===== src/fct_pkg.sv =====
// fct_pkg: shared constants, codes and types for the frustum cull test block.
// No dependencies; compile first.
package fct_pkg;

   localparam int COORD_WIDTH = 16;   // default coordinate width
   localparam int NUM_PLANES  = 6;
   localparam int NORM_W      = 16;   // Q1.14 normal components; signed integer offset
   localparam int FRAC_BITS   = 14;
   localparam int RADIUS_W    = 15;
   localparam int CSR_INDEX_W = 3;
   localparam int CSR_DATA_W  = 4 * NORM_W;

   typedef enum logic [1:0] {
      KIND_POINT  = 2'd0,
      KIND_SPHERE = 2'd1,
      KIND_BOX    = 2'd2
   } kind_type;

   typedef enum logic [CSR_INDEX_W-1:0] {
      PLANE_LEFT   = 3'd0,
      PLANE_RIGHT  = 3'd1,
      PLANE_BOTTOM = 3'd2,
      PLANE_TOP    = 3'd3,
      PLANE_NEAR   = 3'd4,
      PLANE_FAR    = 3'd5
   } plane_index_type;

   // register write broadcast to every cell
   typedef struct packed {
      logic                   valid;
      logic [CSR_INDEX_W-1:0] index;
      logic [CSR_DATA_W-1:0]  data;
   } csr_write_type;

endpackage


===== src/fct_cell.sv =====
// fct_cell: one plane of the chain; holds its plane register, multiplies then
// sums and compares, handing the query on. Depends on fct_pkg.
module fct_cell #(
   parameter int                       COORD_WIDTH = fct_pkg::COORD_WIDTH,
   parameter fct_pkg::plane_index_type CELL_INDEX  = fct_pkg::PLANE_LEFT,
   parameter int                       QUERY_W     =
      2 + 6 * COORD_WIDTH + fct_pkg::RADIUS_W + 1
) (
   input  logic                  clock,
   input  logic                  reset,
   input  fct_pkg::csr_write_type csr_wr,
   input  logic                  in_valid,
   output logic                  in_ready,
   input  logic [QUERY_W-1:0]    in_query,
   output logic                  out_valid,
   input  logic                  out_ready,
   output logic [QUERY_W-1:0]    out_query
);

   localparam int PROD_W = COORD_WIDTH + fct_pkg::NORM_W;
   localparam int OFF_W  = fct_pkg::NORM_W + fct_pkg::FRAC_BITS;
   localparam int SUM_W  = ((PROD_W > OFF_W) ? PROD_W : OFF_W) + 3;

   typedef struct packed {
      fct_pkg::kind_type                 kind;
      logic [2:0][COORD_WIDTH-1:0]       lo;
      logic [2:0][COORD_WIDTH-1:0]       hi;
      logic [fct_pkg::RADIUS_W-1:0]      radius;
      logic                              pass;
   } query_type;

   logic [fct_pkg::CSR_DATA_W-1:0] plane_ff, plane_in;
   logic                           s1_v_ff, s1_v_in;
   query_type                      s1_q_ff, s1_q_in;
   logic signed [PROD_W-1:0]       s1_p_ff [3];
   logic signed [PROD_W-1:0]       s1_p_in [3];
   logic                           s2_v_ff, s2_v_in;
   query_type                      s2_q_ff, s2_q_in;

   query_type                      q_new;
   logic                           s2_ready;
   logic signed [SUM_W-1:0]        dist_sum;
   logic signed [SUM_W-1:0]        rad_term;

   assign q_new    = query_type'(in_query);
   assign s2_ready = !s2_v_ff || out_ready;
   assign in_ready = !s1_v_ff || s2_ready;

   // plane register
   always_comb begin
      plane_in = plane_ff;
      if (csr_wr.valid && (csr_wr.index == CELL_INDEX)) begin
         plane_in = csr_wr.data;
      end
   end

   // stage 1: corner pick and products
   always_comb begin
      logic signed [COORD_WIDTH-1:0]     coord;
      logic signed [fct_pkg::NORM_W-1:0] nrm;
      for (int k = 0; k < 3; k++) begin
         nrm = $signed(plane_ff[fct_pkg::NORM_W*k +: fct_pkg::NORM_W]);
         if ((q_new.kind == fct_pkg::KIND_BOX) && !nrm[fct_pkg::NORM_W-1]) begin
            coord = $signed(q_new.hi[k]);
         end else begin
            coord = $signed(q_new.lo[k]);
         end
         s1_p_in[k] = PROD_W'(nrm) * PROD_W'(coord);
      end
      s1_q_in = q_new;
      s1_v_in = in_ready ? in_valid : s1_v_ff;
   end

   // stage 2: signed distance plus sphere margin, sign test
   always_comb begin
      rad_term = '0;
      if (s1_q_ff.kind == fct_pkg::KIND_SPHERE) begin
         rad_term = SUM_W'($signed({1'b0, s1_q_ff.radius})) <<< fct_pkg::FRAC_BITS;
      end
      dist_sum = SUM_W'(s1_p_ff[0]) + SUM_W'(s1_p_ff[1]) + SUM_W'(s1_p_ff[2])
               + (SUM_W'($signed(plane_ff[fct_pkg::NORM_W*3 +: fct_pkg::NORM_W]))
                  <<< fct_pkg::FRAC_BITS)
               + rad_term;
      s2_q_in      = s1_q_ff;
      s2_q_in.pass = s1_q_ff.pass && !dist_sum[SUM_W-1];
      s2_v_in      = s2_ready ? s1_v_ff : s2_v_ff;
   end

   always_ff @(posedge clock) begin
      if (reset) begin
         plane_ff <= '0;
         s1_v_ff  <= 1'b0;
         s2_v_ff  <= 1'b0;
      end else begin
         plane_ff <= plane_in;
         s1_v_ff  <= s1_v_in;
         s2_v_ff  <= s2_v_in;
      end
   end

   always_ff @(posedge clock) begin
      if (in_valid && in_ready) begin
         s1_q_ff <= s1_q_in;
         for (int k = 0; k < 3; k++) begin
            s1_p_ff[k] <= s1_p_in[k];
         end
      end
      if (s1_v_ff && s2_ready) begin
         s2_q_ff <= s2_q_in;
      end
   end

   assign out_valid = s2_v_ff;
   assign out_query = s2_q_ff;

`ifndef SYNTHESIS
   // a failed test is never undone further down the chain
   a_pass_no_rise: assert property (@(posedge clock) disable iff (reset)
      s1_v_ff && s2_ready |=> !s2_q_ff.pass || $past(s1_q_ff.pass))
      else $error("pass flag set without upstream pass");

   // input is only blocked when both stages are full
   a_stall_full: assert property (@(posedge clock) disable iff (reset)
      !in_ready |-> s1_v_ff && s2_v_ff)
      else $error("cell stalled with a free stage");

   // stage 1 moves into stage 2 when it may
   a_advance: assert property (@(posedge clock) disable iff (reset)
      s1_v_ff && s2_ready |=> s2_v_ff)
      else $error("transaction lost between cell stages");
`endif

endmodule

===== config.mk =====
export PLATFORM = sky130hd
export DESIGN_NAME = fct_cell
export DESIGN_NICKNAME = d
export VERILOG_FILES = /design/src/fct_pkg.sv /design/src/fct_cell.sv
export SDC_FILE = /design/constraint.sdc
export NUM_CORES = 2
export LEC_CHECK = 0
export BUFFER_PORTS_ARGS = -buffer_cell sky130_fd_sc_hd__buf_4
export CAP_MARGIN = 0
export CORE_MARGIN = 2
export CORE_UTILIZATION = 45
export CTS_BUF_LIST = sky130_fd_sc_hd__clkbuf_2
export DETAILED_ROUTE_END_ITERATION = 7
export GPL_TIMING_DRIVEN = 0
export MAX_ROUTING_LAYER = met4
export PLACE_DENSITY = 0.6
export SETUP_SLACK_MARGIN = 0.15
export SYNTH_ARGS = -nofsm -noshare
export SYNTH_HDL_FRONTEND = slang
export SYNTH_SLANG_ARGS = --single-unit

===== constraint.sdc =====
create_clock -name clock -period 11.6 [get_ports clock]
set_clock_uncertainty 0.2 [all_clocks]
set_input_delay 1.16 -clock clock [delete_from_list [all_inputs] [get_ports clock]]
set_output_delay 1.16 -clock clock [all_outputs]
set_load 0.01 [all_outputs]

==> metrics.txt <==
# TYPE chip_impl_metric gauge
chip_impl_metric{name="routed_wire_length",unit="mm"} 122
chip_impl_metric{name="vdd_ir_drop_max",unit="mV"} 0.0906
chip_impl_metric{name="timing.hold.worst_path_depth",unit=""} 2
chip_impl_info{name="hold_path_class",value="in2reg"} 1
chip_impl_metric{name="worstMarginPinSlew",unit="ns"} 1.22
chip_impl_metric{name="die_boundary_height",unit="µm"} 318
chip_impl_info{name="holdCritStartpoint",value="reset"} 1
chip_impl_info{name="crit_top_cell",value="fa_1"} 1
chip_impl_metric{name="detailroute.wirelength.met2",unit="mm"} 57.2
chip_impl_metric{name="power.static_leakage",unit="µW"} 0.0243
chip_impl_metric{name="layout-area-overhead-vs-synth",unit="%"} 15.5
chip_impl_metric{name="m1WireLength",unit="mm"} 54.0
chip_impl_metric{name="async_flop_share",unit=""} 0
chip_impl_metric{name="avgRoutedWirePerCell",unit="µm"} 20.1
chip_impl_metric{name="clock_insertion_delay_worst_skew",unit="ns"} 1.34
chip_impl_info{name="dominant_combinational_cell_family_by_area_after_synthesis",value="adder cells"} 1
chip_impl_metric{name="yosysTopAreaCellShare",unit=""} 0.384
chip_impl_metric{name="ff2ff_path_depth",unit=""} 26
chip_impl_metric{name="timing.final.crit_share",unit=""} 0.906
chip_impl_metric{name="timing.hold.ws",unit="ns"} 0.111
chip_impl_metric{name="timing.final.crit_period",unit="ns"} 10.51
chip_impl_metric{name="cts.htree.levels",unit=""} 3
chip_impl_metric{name="synth_cell_types",unit=""} 66
chip_impl_metric{name="finalSetupTns",unit="ns"} 0
chip_impl_metric{name="wl_met3",unit="mm"} 7.74
chip_impl_metric{name="pwr-share-seq",unit=""} 0.366
chip_impl_metric{name="placeableCoreArea",unit="µm²"} 98100
chip_impl_info{name="setup.worst_path.start_class",value="primary input"} 1
chip_impl_metric{name="synthCells",unit=""} 4098
chip_impl_metric{name="clk_path_buf_depth",unit=""} 3
chip_impl_info{name="synthMostInstantiatedCell",value="inv_1"} 1
chip_impl_metric{name="postSynthAreaPerCell",unit="µm²"} 10.8
chip_impl_metric{name="synth_edf_count",unit=""} 324
chip_impl_metric{name="netlist_area",unit="µm²"} 44400
chip_impl_metric{name="route.antenna.remaining_nets",unit=""} 0
chip_impl_metric{name="grt_pass1_wl",unit="mm"} 194
chip_impl_metric{name="drt_pass1_iterations",unit=""} 5
chip_impl_metric{name="intPower",unit="µW"} 2990
chip_impl_info{name="clock_tree_from_tritoncts",value="built"} 1
chip_impl_info{name="critical-path-slowest-cell",value="nor2_1"} 1
chip_impl_info{name="highest_routed_metal_layer",value="met4"} 1
chip_impl_metric{name="drive_gt1_frac",unit=""} 0.113
chip_impl_metric{name="port-buffer-count",unit=""} 300
chip_impl_info{name="synth_top_cells_by_area",value="fa_1 38%, edfxtp_1 22%, ha_1 8.6%"} 1
chip_impl_info{name="timing.setup.critical_path_class",value="in2reg"} 1
chip_impl_metric{name="sequential_area_share_after_synthesis",unit=""} 0.249
chip_impl_info{name="ctsRootBufferMaster",value="clkbuf_2"} 1
chip_impl_info{name="synth_common_cells",value="880 x inv_1, 851 x fa_1, 471 x nand2_1, 324 x edfxtp_1, 305 x ha_1"} 1
chip_impl_metric{name="synth_seq_cells",unit=""} 390
chip_impl_info{name="holdPathEnd",value="s1_v_ff"} 1
chip_impl_metric{name="die_area",unit="µm²"} 101000
chip_impl_metric{name="grt_antenna_before_repair",unit=""} 6
chip_impl_metric{name="totalPowerFinal",unit="µW"} 4860
chip_impl_metric{name="mappedNetlistNets",unit=""} 5440
chip_impl_metric{name="post_synth_mux_area_share",unit=""} 0.0128
chip_impl_metric{name="power_dissipated_by_switching_net_loads",unit="µW"} 1880
chip_impl_metric{name="fp-row-count",unit=""} 115
chip_impl_metric{name="groute.usage.overall",unit=""} 0.260
chip_impl_metric{name="dp_worst_setup_slack",unit="ns"} 0.438
chip_impl_metric{name="worst-r2r-setup-slack",unit="ns"} 1.69
chip_impl_metric{name="grt_pass1_vias",unit=""} 33200
chip_impl_info{name="grt_setup_unrepaired",value="false"} 1
chip_impl_metric{name="final.setup.worst_slack",unit="ns"} 1.09
chip_impl_metric{name="clkTransAtPathRegs",unit="ns"} 0.10
chip_impl_metric{name="dp_hpwl",unit="mm"} 99.7
chip_impl_metric{name="timing.max_slew.rel_slack",unit=""} 0.160
chip_impl_metric{name="ios",unit=""} 302
chip_impl_metric{name="drt_iter0_markers",unit=""} 1813
chip_impl_metric{name="detailroute.via_count",unit=""} 30500
chip_impl_metric{name="combPwrFrac",unit=""} 0.418
chip_impl_metric{name="cpPeakStageDelay",unit="ns"} 0.94
chip_impl_metric{name="data_required_time_at_the_worst_endpoint",unit="ns"} 12.43
chip_impl_info{name="flip_flop_cell_with_the_highest_count_after_synthesis",value="edfxtp_1"} 1
chip_impl_metric{name="dieWidth",unit="µm"} 318
chip_impl_metric{name="grt-ovfl-total",unit=""} 0
chip_impl_metric{name="clock.fmax",unit="MHz"} 95.2
chip_impl_info{name="cp-end-kind",value="flip-flop"} 1
chip_impl_metric{name="power.share.clock",unit=""} 0.216
chip_impl_info{name="cp_top_family",value="adder cells"} 1
chip_impl_metric{name="critical_path_buf_inv_count",unit=""} 8
chip_impl_info{name="terminus_of_the_critical_flop_to_flop_path",value="s1_p_ff[0][30]"} 1
chip_impl_metric{name="synthXorXnorAreaFrac",unit=""} 0.0205
chip_impl_metric{name="vias_per_cell",unit=""} 5.02
chip_impl_metric{name="effective_utilization_at_floorplan",unit=""} 0.452
chip_impl_metric{name="max_cap_violations",unit=""} 0
chip_impl_metric{name="power.density_cell_area",unit="nW/µm²"} 94.8
chip_impl_metric{name="finalHoldViolCount",unit=""} 0
chip_impl_info{name="critical_path.reg2reg.startpoint",value="plane_ff[15]"} 1
chip_impl_metric{name="num-fill-cells",unit=""} 8896
chip_impl_metric{name="total_cts_buffers",unit=""} 103
chip_impl_metric{name="finalSetupViolCount",unit=""} 0
chip_impl_info{name="synthDominantAreaCellType",value="fa_1"} 1
chip_impl_metric{name="remaining_drc_errors",unit=""} 0
chip_impl_metric{name="synth_compound_area_frac",unit=""} 0.0415
chip_impl_metric{name="gp_congestion",unit=""} 0.937
chip_impl_metric{name="worst-endpoint-arrival",unit="ns"} 11.34
chip_impl_metric{name="fraction_of_power_spent_switching_nets",unit=""} 0.386
chip_impl_metric{name="grt_start_max_net_pins",unit=""} 57
chip_impl_info{name="run_status",value="finished clean"} 1
chip_impl_metric{name="synth.yosys.warnings",unit=""} 0
chip_impl_metric{name="slew_violations",unit=""} 0
chip_impl_metric{name="numClockSinks",unit=""} 390
chip_impl_metric{name="num-nets-final",unit=""} 6034
chip_impl_metric{name="synth_simple_gate_area_share",unit=""} 0.121
chip_impl_metric{name="synth_fa_ha_area_frac",unit=""} 0.470
chip_impl_metric{name="worstPathMaxFanout",unit=""} 10
## cell families after synthesis
| kind of cell | count (synthesis) |
|---|---|
| adders and majority gates | 1156 |
| DFF | 390 |
| AOI/OAI and AO/OA | 298 |
| muxes | 53 |
| and+or+nand+nor | 1089 |
| buffers and inverters | 1008 |
| xor gates and xnor gates | 104 |
## sequential cells by signal, indices dropped and copies added, names as in the netlist
| register | cells |
|---|---|
| plane_ff | 64 |
| s1_p_ff | 96 |
| s1_q_ff | 114 |
| out_valid | 1 |
| s1_v_ff | 1 |
| out_query | 114 |
## cells in the final DEF (no fill, tap or decap), types with 66 or more instances in the layout
cell type / instances
inv_1: 880
and2_1: 154
edfxtp_1: 324
dfxtp_1: 66
xnor2_1: 86
clkbuf_1: 125
nor2_1: 90
fa_1: 851
a21oi_1: 139
nor2b_1: 257
nand2_1: 471
clkbuf_2: 158
dlygate4sd3_1: 181
ha_1: 305
buf_4: 300
## power by group through the flow
| stage | Combinational [µW] | Sequential, µW | Clock, µW |
|---|---|---|---|
| detailed placement | 1980 | 1810 | 0 |
| global placement | 1960 | 1830 | 0 |
| global route | 2330 | 1790 | 1160 |
| floorplan | 1360 | 1790 | 0 |
| finish | 2030 | 1780 | 1050 |
| CTS | 2060 | 1780 | 1100 |
## through the flow
step | area, µm² | utilization | std cells
floorplan | 44400 | - | 4098
global placement | 48300 | 0.492 | 5685
detailed placement | 48500 | 0.494 | 5693
CTS | 51300 | 0.522 | 6063
global route | 51300 | 0.522 | 6069
finish | 51300 | 0.523 | 6071
## per-layer routing
metal  vias up  global-route usage
li1      13800                   -
met1     15500               0.357
met2       953               0.406
met3       187              0.0376
met4         0              0.0707
met5         -                   -
## final cells by class
cell class | instances | area, µm² | share of cell area
Tap cell | 1287 | 1610 | 0.0314
Inverter | 880 | 3300 | 0.0644
Antenna cell | 8 | 20.0 | 0.000390
Clock inverter | 31 | 198 | 0.00386
Sequential cell | 390 | 11100 | 0.216
Multi-Input combinational cell | 2700 | 29600 | 0.577
Timing Repair Buffer | 489 | 4250 | 0.0828
Buffer | 128 | 484 | 0.00944
Clock buffer | 158 | 791 | 0.0154
## what timing repair did
action | in CTS | in global routing
endpoints found under the hold margin | 180 | 0
hold buffers | 181 | 0
resized for setup | 0 | 0
buffers inserted | 0 | 0
## worst max-delay path by stage
| stage | startpoint | end | cells after the start |
|---|---|---|---|
| floorplan | in_query[112] | s1_p_ff[0][30] | 26 |
| global placement | in_query[112] | s1_p_ff[0][30] | 27 |
| detailed placement | in_query[112] | s1_p_ff[0][30] | 27 |
| CTS | in_query[112] | s1_p_ff[0][30] | 28 |
| global route | in_query[112] | s1_p_ff[0][28] | 28 |
| finish | in_query[112] | s1_p_ff[0][30] | 28 |
Power figures use the tool's default switching activity.
